<file path="src/rtl/core/wmrc_pkg.sv">
// shared types, flag positions and defaults for the westgard multirule checker
package wmrc_pkg;

    // default run lengths
    localparam int MEAN_RUN_DEFAULT    = 10;
    localparam int ONE_DEV_RUN_DEFAULT = 4;

    // widths
    localparam int SAMPLE_W = 16;
    localparam int STD_W    = 15;
    localparam int THR_W    = 19;
    localparam int ZONE_W   = 6;
    localparam int SEEN_W   = 4;

    // register indexes
    localparam logic [0:0] CFG_TARGET_MEAN = 1'b0;
    localparam logic [0:0] CFG_STD_DEV     = 1'b1;

    // bit positions in the zone flags
    localparam int ZB_HI2 = 0;
    localparam int ZB_LO2 = 1;
    localparam int ZB_HI1 = 2;
    localparam int ZB_LO1 = 3;
    localparam int ZB_POS = 4;
    localparam int ZB_NEG = 5;

    typedef enum logic [1:0] {
        RULE_NONE = 2'd0,
        RULE_13S  = 2'd1,
        RULE_22S  = 2'd2,
        RULE_12S  = 2'd3
    } t_rule;

    // classification of the sample now at the input
    typedef struct packed {
        logic [ZONE_W-1:0] flags;
        logic              beyond3;
        logic              range_raw;
    } t_zone_info;

    // one result item
    typedef struct packed {
        t_rule primary_rule;
        logic  range_violation;
        logic  four_one_violation;
        logic  ten_mean_violation;
    } t_result;

endpackage

</file>
<file path="src/rtl/core/wmrc_zone.sv">
// settings registers, precomputed limits and zone classification of one sample
module wmrc_zone (
    input  logic                              i_clk,
    input  logic                              i_rst_n,
    input  logic                              i_cfg_we,
    input  logic [0:0]                        i_cfg_index,
    input  logic [wmrc_pkg::SAMPLE_W-1:0]     i_cfg_data,
    input  logic                              i_accept,
    input  logic signed [wmrc_pkg::SAMPLE_W-1:0] i_sample,
    output wmrc_pkg::t_zone_info              o_zone
);

    localparam int TW = wmrc_pkg::THR_W;
    localparam int SW = wmrc_pkg::SAMPLE_W;

    logic signed [SW-1:0]           r_mean, n_mean;
    logic [wmrc_pkg::STD_W-1:0]     r_std, n_std;
    logic signed [TW-1:0]           r_hi1, r_hi2, r_hi3, r_lo1, r_lo2, r_lo3, r_mid;
    logic signed [TW-1:0]           n_hi1, n_hi2, n_hi3, n_lo1, n_lo2, n_lo3, n_mid;
    logic [SW:0]                    r_four_s, n_four_s;
    logic signed [SW-1:0]           r_prev;

    logic signed [TW-1:0]           s1, s2, s3;
    logic signed [TW-1:0]           x19;
    logic signed [SW:0]             diff;
    logic [SW:0]                    abs_diff;

    // next settings on a register write
    always_comb begin
        n_mean = r_mean;
        n_std  = r_std;
        if (i_cfg_we) begin
            unique case (i_cfg_index)
                wmrc_pkg::CFG_TARGET_MEAN: n_mean = i_cfg_data;
                wmrc_pkg::CFG_STD_DEV:     n_std  = i_cfg_data[wmrc_pkg::STD_W-1:0];
                default:                   n_mean = r_mean;
            endcase
        end
    end

    // limits mean +/- k deviations, built from the new settings
    always_comb begin
        s1       = {{(TW-wmrc_pkg::STD_W){1'b0}}, n_std};
        s2       = s1 <<< 1;
        s3       = s2 + s1;
        n_mid    = {{(TW-SW){n_mean[SW-1]}}, n_mean};
        n_hi1    = n_mid + s1;
        n_hi2    = n_mid + s2;
        n_hi3    = n_mid + s3;
        n_lo1    = n_mid - s1;
        n_lo2    = n_mid - s2;
        n_lo3    = n_mid - s3;
        n_four_s = {n_std, 2'b00};
    end

    // settings and limits
    always_ff @(posedge i_clk) begin
        if (!i_rst_n) begin
            r_mean   <= '0;
            r_std    <= wmrc_pkg::STD_W'(1);
            r_mid    <= '0;
            r_hi1    <= TW'(1);
            r_hi2    <= TW'(2);
            r_hi3    <= TW'(3);
            r_lo1    <= -TW'(1);
            r_lo2    <= -TW'(2);
            r_lo3    <= -TW'(3);
            r_four_s <= (SW+1)'(4);
        end else begin
            r_mean   <= n_mean;
            r_std    <= n_std;
            r_mid    <= n_mid;
            r_hi1    <= n_hi1;
            r_hi2    <= n_hi2;
            r_hi3    <= n_hi3;
            r_lo1    <= n_lo1;
            r_lo2    <= n_lo2;
            r_lo3    <= n_lo3;
            r_four_s <= n_four_s;
        end
    end

    // previous sample for the range rule
    always_ff @(posedge i_clk) begin
        if (!i_rst_n) begin
            r_prev <= '0;
        end else if (i_accept) begin
            r_prev <= i_sample;
        end
    end

    // compare the sample against the limits
    always_comb begin
        x19      = {{(TW-SW){i_sample[SW-1]}}, i_sample};
        diff     = {i_sample[SW-1], i_sample} - {r_prev[SW-1], r_prev};
        abs_diff = diff[SW] ? (SW+1)'(-diff) : diff;

        o_zone.flags                  = '0;
        o_zone.flags[wmrc_pkg::ZB_HI2] = x19 > r_hi2;
        o_zone.flags[wmrc_pkg::ZB_LO2] = x19 < r_lo2;
        o_zone.flags[wmrc_pkg::ZB_HI1] = x19 > r_hi1;
        o_zone.flags[wmrc_pkg::ZB_LO1] = x19 < r_lo1;
        o_zone.flags[wmrc_pkg::ZB_POS] = x19 > r_mid;
        o_zone.flags[wmrc_pkg::ZB_NEG] = x19 < r_mid;
        o_zone.beyond3                = (x19 > r_hi3) || (x19 < r_lo3);
        o_zone.range_raw              = abs_diff > r_four_s;
    end

endmodule

</file>
<file path="src/rtl/core/wmrc_cell.sv">
// one history cell: stores the zone flags of one earlier sample and extends the run chain
module wmrc_cell (
    input  logic                          i_clk,
    input  logic                          i_rst_n,
    input  logic                          i_shift,
    input  logic [wmrc_pkg::ZONE_W-1:0]   i_flags,
    input  logic [wmrc_pkg::ZONE_W-1:0]   i_run,
    output logic [wmrc_pkg::ZONE_W-1:0]   o_flags,
    output logic [wmrc_pkg::ZONE_W-1:0]   o_run
);

    logic [wmrc_pkg::ZONE_W-1:0] r_flags;

    // shift in the neighbor's flags on every transfer
    always_ff @(posedge i_clk) begin
        if (!i_rst_n) begin
            r_flags <= '0;
        end else if (i_shift) begin
            r_flags <= i_flags;
        end
    end

    // a flag survives the run only if this cell carries it too
    assign o_run   = i_run & r_flags;
    assign o_flags = r_flags;

endmodule

</file>
<file path="src/rtl/core/wmrc_out.sv">
// output register with a skid stage for the result channel
module wmrc_out (
    input  logic                i_clk,
    input  logic                i_rst_n,
    input  logic                i_push,
    input  wmrc_pkg::t_result   i_data,
    output logic                o_full,
    output logic                o_valid,
    input  logic                i_stall,
    output wmrc_pkg::t_result   o_data
);

    logic              r_out_valid;
    logic              r_skid_valid;
    wmrc_pkg::t_result r_out;
    wmrc_pkg::t_result r_skid;
    logic              take;

    assign take = r_out_valid && !i_stall;

    // output and skid registers
    always_ff @(posedge i_clk) begin
        if (!i_rst_n) begin
            r_out_valid  <= 1'b0;
            r_skid_valid <= 1'b0;
        end else if (!r_out_valid || take) begin
            if (r_skid_valid) begin
                r_out        <= r_skid;
                r_out_valid  <= 1'b1;
                r_skid_valid <= 1'b0;
            end else begin
                r_out       <= i_data;
                r_out_valid <= i_push;
            end
        end else if (i_push) begin
            r_skid       <= i_data;
            r_skid_valid <= 1'b1;
        end
    end

    assign o_full  = r_skid_valid;
    assign o_valid = r_out_valid;
    assign o_data  = r_out;

endmodule

</file>
<file path="src/rtl/core/westgard_multirule_checker_unit.sv">
// Westgard multirule checker: one sample per clock unless the result channel stalls.
// Each result is registered in the output register, or in the skid register while the
// output is held. The classify stage and the history cell row each update once per
// transfer, and a skid stage keeps input open while a result waits.
// Reset: mean 0, deviation 1, history cells, sample count and previous sample cleared,
// no result pending.
module westgard_multirule_checker_unit #(
    parameter int MEAN_RUN_LENGTH    = wmrc_pkg::MEAN_RUN_DEFAULT,
    parameter int ONE_DEV_RUN_LENGTH = wmrc_pkg::ONE_DEV_RUN_DEFAULT
) (
    input  logic                                  i_clk,
    input  logic                                  i_rst_n,
    input  logic                                  i_cfg_we,
    input  logic [0:0]                            i_cfg_index,
    input  logic [wmrc_pkg::SAMPLE_W-1:0]         i_cfg_data,
    input  logic                                  i_valid,
    output logic                                  o_stall,
    input  logic signed [wmrc_pkg::SAMPLE_W-1:0]  i_sample,
    output logic                                  o_valid,
    input  logic                                  i_stall,
    output logic [1:0]                            o_primary_rule,
    output logic                                  o_range_violation,
    output logic                                  o_four_one_violation,
    output logic                                  o_ten_mean_violation
);

    localparam int HIST_DEPTH =
        ((MEAN_RUN_LENGTH > ONE_DEV_RUN_LENGTH) ? MEAN_RUN_LENGTH : ONE_DEV_RUN_LENGTH) - 1;
    localparam int SW = wmrc_pkg::SEEN_W;
    localparam logic [SW-1:0] SEEN_MAX = {SW{1'b1}};

    logic                         accept;
    wmrc_pkg::t_zone_info         zone;
    wmrc_pkg::t_result            result;
    wmrc_pkg::t_result            out_data;
    logic [wmrc_pkg::ZONE_W-1:0]  cell_flags [HIST_DEPTH];
    logic [wmrc_pkg::ZONE_W-1:0]  cell_run   [HIST_DEPTH];
    logic [SW-1:0]                r_seen;
    logic                         has_prev;
    logic [wmrc_pkg::ZONE_W-1:0]  run_one;
    logic [wmrc_pkg::ZONE_W-1:0]  run_mean;

    assign accept = i_valid && !o_stall;

    // classify the incoming sample
    wmrc_zone u_zone (
        .i_clk       (i_clk),
        .i_rst_n     (i_rst_n),
        .i_cfg_we    (i_cfg_we),
        .i_cfg_index (i_cfg_index),
        .i_cfg_data  (i_cfg_data),
        .i_accept    (accept),
        .i_sample    (i_sample),
        .o_zone      (zone)
    );

    // row of history cells, most recent first
    for (genvar g = 0; g < HIST_DEPTH; g++) begin : g_cell
        if (g == 0) begin : g_head
            wmrc_cell u_cell (
                .i_clk   (i_clk),
                .i_rst_n (i_rst_n),
                .i_shift (accept),
                .i_flags (zone.flags),
                .i_run   (zone.flags),
                .o_flags (cell_flags[g]),
                .o_run   (cell_run[g])
            );
        end else begin : g_body
            wmrc_cell u_cell (
                .i_clk   (i_clk),
                .i_rst_n (i_rst_n),
                .i_shift (accept),
                .i_flags (cell_flags[g-1]),
                .i_run   (cell_run[g-1]),
                .o_flags (cell_flags[g]),
                .o_run   (cell_run[g])
            );
        end
    end

    // saturating count of earlier samples
    always_ff @(posedge i_clk) begin
        if (!i_rst_n) begin
            r_seen <= '0;
        end else if (accept && (r_seen != SEEN_MAX)) begin
            r_seen <= r_seen + SW'(1);
        end
    end

    // rule evaluation
    always_comb begin
        has_prev = r_seen != '0;
        run_one  = cell_run[ONE_DEV_RUN_LENGTH-2];
        run_mean = cell_run[MEAN_RUN_LENGTH-2];

        if (zone.beyond3) begin
            result.primary_rule = wmrc_pkg::RULE_13S;
        end else if (has_prev &&
                     ((zone.flags[wmrc_pkg::ZB_HI2] && cell_flags[0][wmrc_pkg::ZB_HI2]) ||
                      (zone.flags[wmrc_pkg::ZB_LO2] && cell_flags[0][wmrc_pkg::ZB_LO2]))) begin
            result.primary_rule = wmrc_pkg::RULE_22S;
        end else if (zone.flags[wmrc_pkg::ZB_HI2] || zone.flags[wmrc_pkg::ZB_LO2]) begin
            result.primary_rule = wmrc_pkg::RULE_12S;
        end else begin
            result.primary_rule = wmrc_pkg::RULE_NONE;
        end

        result.range_violation    = has_prev && zone.range_raw;
        result.four_one_violation = (r_seen >= SW'(ONE_DEV_RUN_LENGTH - 1)) &&
                                    (run_one[wmrc_pkg::ZB_HI1] || run_one[wmrc_pkg::ZB_LO1]);
        result.ten_mean_violation = (r_seen >= SW'(MEAN_RUN_LENGTH - 1)) &&
                                    (run_mean[wmrc_pkg::ZB_POS] || run_mean[wmrc_pkg::ZB_NEG]);
    end

    // result channel
    wmrc_out u_out (
        .i_clk   (i_clk),
        .i_rst_n (i_rst_n),
        .i_push  (accept),
        .i_data  (result),
        .o_full  (o_stall),
        .o_valid (o_valid),
        .i_stall (i_stall),
        .o_data  (out_data)
    );

    assign o_primary_rule       = out_data.primary_rule;
    assign o_range_violation    = out_data.range_violation;
    assign o_four_one_violation = out_data.four_one_violation;
    assign o_ten_mean_violation = out_data.ten_mean_violation;

    // head cell takes the flags of the transferred sample
    a_head_cell: assert property (@(posedge i_clk) disable iff (!i_rst_n)
        accept |=> cell_flags[0] == $past(zone.flags))
        else $error("head history cell missed the transferred sample flags");

    // sample count advances by one per transfer until saturation
    a_seen_count: assert property (@(posedge i_clk) disable iff (!i_rst_n)
        (accept && (r_seen != SEEN_MAX)) |=> r_seen == $past(r_seen) + SW'(1))
        else $error("sample count did not advance on transfer");

    // a sample cannot lie beyond one deviation on both sides
    a_one_side: assert property (@(posedge i_clk) disable iff (!i_rst_n)
        accept |-> !(zone.flags[wmrc_pkg::ZB_HI1] && zone.flags[wmrc_pkg::ZB_LO1]))
        else $error("zone flags claim both sides of the mean");

    // the skid stage only fills behind a held output
    a_skid_order: assert property (@(posedge i_clk) disable iff (!i_rst_n)
        o_stall |-> o_valid)
        else $error("skid stage full while output register empty");

endmodule

</file>
<file path="config.mk">
export PLATFORM = sky130hd
export DESIGN_NAME = westgard_multirule_checker_unit
export DESIGN_NICKNAME = d
export VERILOG_FILES = /design/src/rtl/core/wmrc_pkg.sv /design/src/rtl/core/wmrc_zone.sv /design/src/rtl/core/wmrc_cell.sv /design/src/rtl/core/wmrc_out.sv /design/src/rtl/core/westgard_multirule_checker_unit.sv
export SDC_FILE = /design/constraint.sdc
export NUM_CORES = 1
export LEC_CHECK = 0
export BUFFER_PORTS_ARGS = -buffer_cell sky130_fd_sc_hd__buf_2
export CAP_MARGIN = 20
export CORE_MARGIN = 2
export CORE_UTILIZATION = 43
export DETAILED_ROUTE_END_ITERATION = 10
export SYNTH_ARGS = -nofsm -noshare
export SYNTH_HDL_FRONTEND = slang
export SYNTH_SLANG_ARGS = --single-unit
</file>
<file path="constraint.sdc">
create_clock -name i_clk -period 17.57 [get_ports i_clk]
set_input_delay 1.757 -clock i_clk [delete_from_list [all_inputs] [get_ports i_clk]]
set_output_delay 1.757 -clock i_clk [all_outputs]
set_load 0.01 [all_outputs]
</file>
==> results summary <==
By startpoint and endpoint, the worst setup path is classified as input pin to register. The leakage power summed over all cells is 0.00795 uW. The total routing resource utilization after global routing came out at 22.7%. The number of nets in the synthesized netlist came out at 2,229. The vertical die dimension came out at 192 um. The most used flip-flop cell after synthesis is dfxtp_1. The count of inserted antenna diode cells is 0.

Walking the worst path, the cells encountered are buf_2 > nand2_1 > buf_4 > mux2i_1 > inv_1 > ha_1 > fa_1 > a21o_1 > a21oi_1 > o21bai_1 > a31oi_1 > o211ai_1 > xor2_1 > ha_1 > or3_1 > o31ai_1 > o41ai_1 > o31a_1 > a2bb2oi_1. The total half-perimeter wirelength after legalization and detailed placement is 31.7 mm. At the worst endpoint, the arrival time is a little under 7 ns. Summing every instance area after synthesis gives between 15,000 and 20,000 um2. The least setup slack across all paths after layout came out at 10.95 ns. The share of the core filled with cells came out at 47.9%.

The routed via count divided by cell count is between 5 and 6. The final number of setup-violating endpoints is 0. Setup repair after global routing left no endpoint under its margin.

The critical path required time is 17.90 ns. The share of synthesized area occupied by flip-flops and latches came out at 25.7%. The number of max-capacitance violations reported is 0.

The CTS tree is built. STA classifies the critical path startpoint as an input pin. The number of design rule violations left after detail routing came out at 0.

The violation count after the first detailed-route iteration came out at 642. The number of antenna-violating nets in the routed design is 0. Compared with the post-synthesis result, the final layout area differs by 9.02%. The power density over the cells came out at between 80 and 90 nW/um2. The worst clock skew is 0.0126 ns.

The cell that appears most often on the critical path is ha_1. Counting both buffers and inverters, the worst setup path holds a total of 3. The pin count of the biggest net entering global routing is 78.

The highest-delay cell along the critical path is mux2i_1. Counting along the longest clock path gives a buffer depth of 2. In the final design database the tool counted 2,256 nets.

The clock net sink count is 191. The count of unique library cells instantiated by Yosys came out at 69. The row count is 68.

The fraction of layout instances using a drive strength above 1 is between 6 and 7%. Based on the critical path, the design can be clocked at up to 151 MHz. The number of levels in the clock H-tree came out at 4. The final number of max-transition violations came to 0. From left edge to right edge, the die measures 192 um. STA classifies the critical path endpoint as a register. The initial antenna violation count came to 0.

The count of instances resized after the clock tree is built came out at 0. Post-CTS timing repair inserted 0 buffers for setup. The initial cell density of the core came out at 44.0%. The weighted congestion reported at the end of routability-driven placement is slightly above 0.9.

The worst setup timing slack at the placement stage came out at roughly 10 ns. The global-route wire length before repair came out at 65.2 mm. The via count of the first global-routing pass came out at 12.8k. The quantity of hold-fixing buffers added after cts came out at 0. VDD sags by at most 0.0761 mV. The run finished with clean final reports. The post-detailed-routing wire length came out at 40.5 mm.

The count of flip-flops with a built-in enable after synthesis came out at 10. In this run the clock root is driven by a clkbuf_16. The slew at the pin with the worst max-slew slack is between 1 and 1.5 ns. The tightest slew margin relative to the limit is 30.1%. The delay of the slowest critical-path stage is 0.63 ns.

The async set or reset register ratio after synthesis came out at 0%. The routed length per instance is 16.8 um. After synthesis the netlist holds a flip-flop and latch count of 191. The die footprint came out at 37,000 um2. After floorplanning, the core was sized to cover 34,700 um2. Summed over all layers, the global routing overflow is 0. Synthesis handed over a netlist of about 1.9k instances. Broken down by cell family, the worst path's largest delay share belongs to compound AO/OA/AOI/OAI gates. Buffers placed on the I/O ports in this run total 44.

For the worst-skew pair, the clock arrives at the later sink with an insertion delay of 0.46 ns. Along the worst path, the maximum fanout reaches 15. Each instance of the synthesized netlist takes up on average 7.95 um2.

The type of the most critical hold path is register to register. The clock slew at the register clock pins of the worst setup and hold paths came out at 0.08 ns. The final critical path takes up 37.7% of the cycle. The final hold violation count is 0. Counting the buffers created by CTS gives 17.

The count of boundary I/O pins came out at 45. The time the final worst path needs with I/O delays and setup came out at 6.62 ns. The number of search-and-repair iterations in the first detailed-routing pass came out at 5.

The total number of yosys warnings came out at 0. The number of vias in the routed layout came out at between 10k and 15k. After routing, the total negative slack on setup checks comes to 0 ns. The post-route worst hold slack came out at approximately 0.46 ns.
==> state kept, by name, indices dropped and copies added (netlist names), 16 cells and up <==
register and cells:
g_cell.g_body.u_cell.o_flags 20, u_zone.r_hi1 16, u_zone.r_hi2 16, u_zone.r_hi3 18
u_zone.r_lo1 16, u_zone.r_lo2 18, u_zone.r_lo3 19, u_zone.r_prev 16
==> power breakdown <==
group	switching [uW]	internal [uW]	leakage, uW
Clock	221	197	0.000303
Combinational	327	229	0.00606
Sequential	15.8	489	0.00159
Total	565	915	0.00795
==> logic make-up (layout without fill, tap and decap cells) <==
logic type,after synthesis,count (layout),share of synthesized area [%]
AOI/OAI and AO/OA,456,456,19.3
xor gates and xnor gates,95,95,5.45
adders and majority gates,272,272,22.7
buffers and inverters,305,345,7.51
DFF,191,191,25.7
muxes,23,23,1.53
and+or+nand+nor,577,577,17.8
==> metal layers <==
metal	wire length [um]	global-route usage, %	share of wire [%]
met5	0	0	0
met4	1260	8.75	3.1
met3	1190	2.67	2.9
met2	19100	39.3	47
met1	19000	28.8	47
==> stage by stage <==
step	cell area [um2]	cells	total power [uW]
global route	16600	2414	1590
finish	16600	2414	1480
detailed placement	16000	2381	1070
floorplan	15300	1919	927
global placement	16000	2381	1060
CTS	16600	2413	1490
==> worst paths after layout <==
path              slack, ns         startpoint  depth (start not counted)                end
setup reg to reg      12.43    u_zone.r_std[1]                         16   u_zone.r_lo3[18]
hold / removal         0.46  u_zone.r_prev[11]                          2  u_zone.r_prev[11]
hold reg to reg        0.46  u_zone.r_prev[11]                          2  u_zone.r_prev[11]
setup / recovery      10.95        i_cfg_index                         19   u_zone.r_lo3[18]
==> cell type report <==
| cell class | instances | area (um2) |
|---|---|---|
| flip-flops and latches | 191 | 3920 |
| multi-input cells | 1423 | 10200 |
| well taps | 455 | 569 |
| inverters | 247 | 928 |
| fillers | 3467 | 18100 |
| clock inverters | 15 | 206 |
| clock buffers | 17 | 425 |
| repair buffers | 66 | 383 |
==> cell usage in the layout, fill, tap and decap left out, types with 8 or more instances in the layout <==
cell,n
ha_1,264
inv_1,245
nand2_1,183
dfxtp_1,181
nor2_1,157
a21oi_1,148
o21ai_0,83
xnor2_1,68
a21o_1,52
buf_2,45
nor3_1,35
nand3_1,32
nor2b_1,30
xor2_1,27
nand4_1,26
and3_1,22
nand2b_1,21
buf_4,21
and2_1,20
mux2i_1,20
a31oi_1,18
o21a_1,18
a211oi_1,17
clkbuf_16,17
or3_1,16
o21bai_1,14
o211ai_1,14
o31ai_1,12
or2_2,10
edfxtp_1,10
o41ai_1,8
fa_1,8
==> synthesized netlist by cell type (4+ instances only) <==
library cell | n | area, um2
a21oi_1 | 148 | 741
o41ai_1 | 8 | 70.1
fa_1 | 8 | 160
nand2_1 | 183 | 687
and3_1 | 22 | 138
o21ai_0 | 83 | 415
a31o_2 | 4 | 35.0
or2_2 | 10 | 62.6
nor4_1 | 5 | 31.3
clkbuf_1 | 47 | 176
or3_1 | 16 | 100
nor2b_1 | 32 | 200
inv_1 | 246 | 923
a21boi_0 | 6 | 45.0
a2111oi_0 | 7 | 61.3
xor2_1 | 27 | 236
nor2_1 | 157 | 589
buf_1 | 10 | 37.5
a221oi_1 | 5 | 43.8
a311oi_1 | 4 | 35.0
nor3_1 | 35 | 175
nand2b_1 | 21 | 131
dfxtp_1 | 181 | 3620
a21o_1 | 52 | 390
and2_1 | 20 | 125
o21a_1 | 18 | 135
mux2i_1 | 20 | 200
o31a_1 | 6 | 52.6
edfxtp_1 | 10 | 300
or4_1 | 5 | 37.5
nand4_1 | 26 | 163
o21bai_1 | 14 | 105
xnor2_1 | 68 | 596
o2111ai_1 | 6 | 52.6
ha_1 | 264 | 3300
nand3_1 | 32 | 160
o211ai_1 | 14 | 105
a211oi_1 | 17 | 128
o22ai_1 | 6 | 37.5
a31oi_1 | 18 | 113
a41oi_1 | 5 | 43.8
o31ai_1 | 12 | 90.1
==> worst min-delay path, delay by kind of cell (launching register included) <==
family	cells	cell delay, ns
flops	1	0.31
compound gates	1	0.05
simple gates	1	0.05
Power figures use the tool's default switching activity.
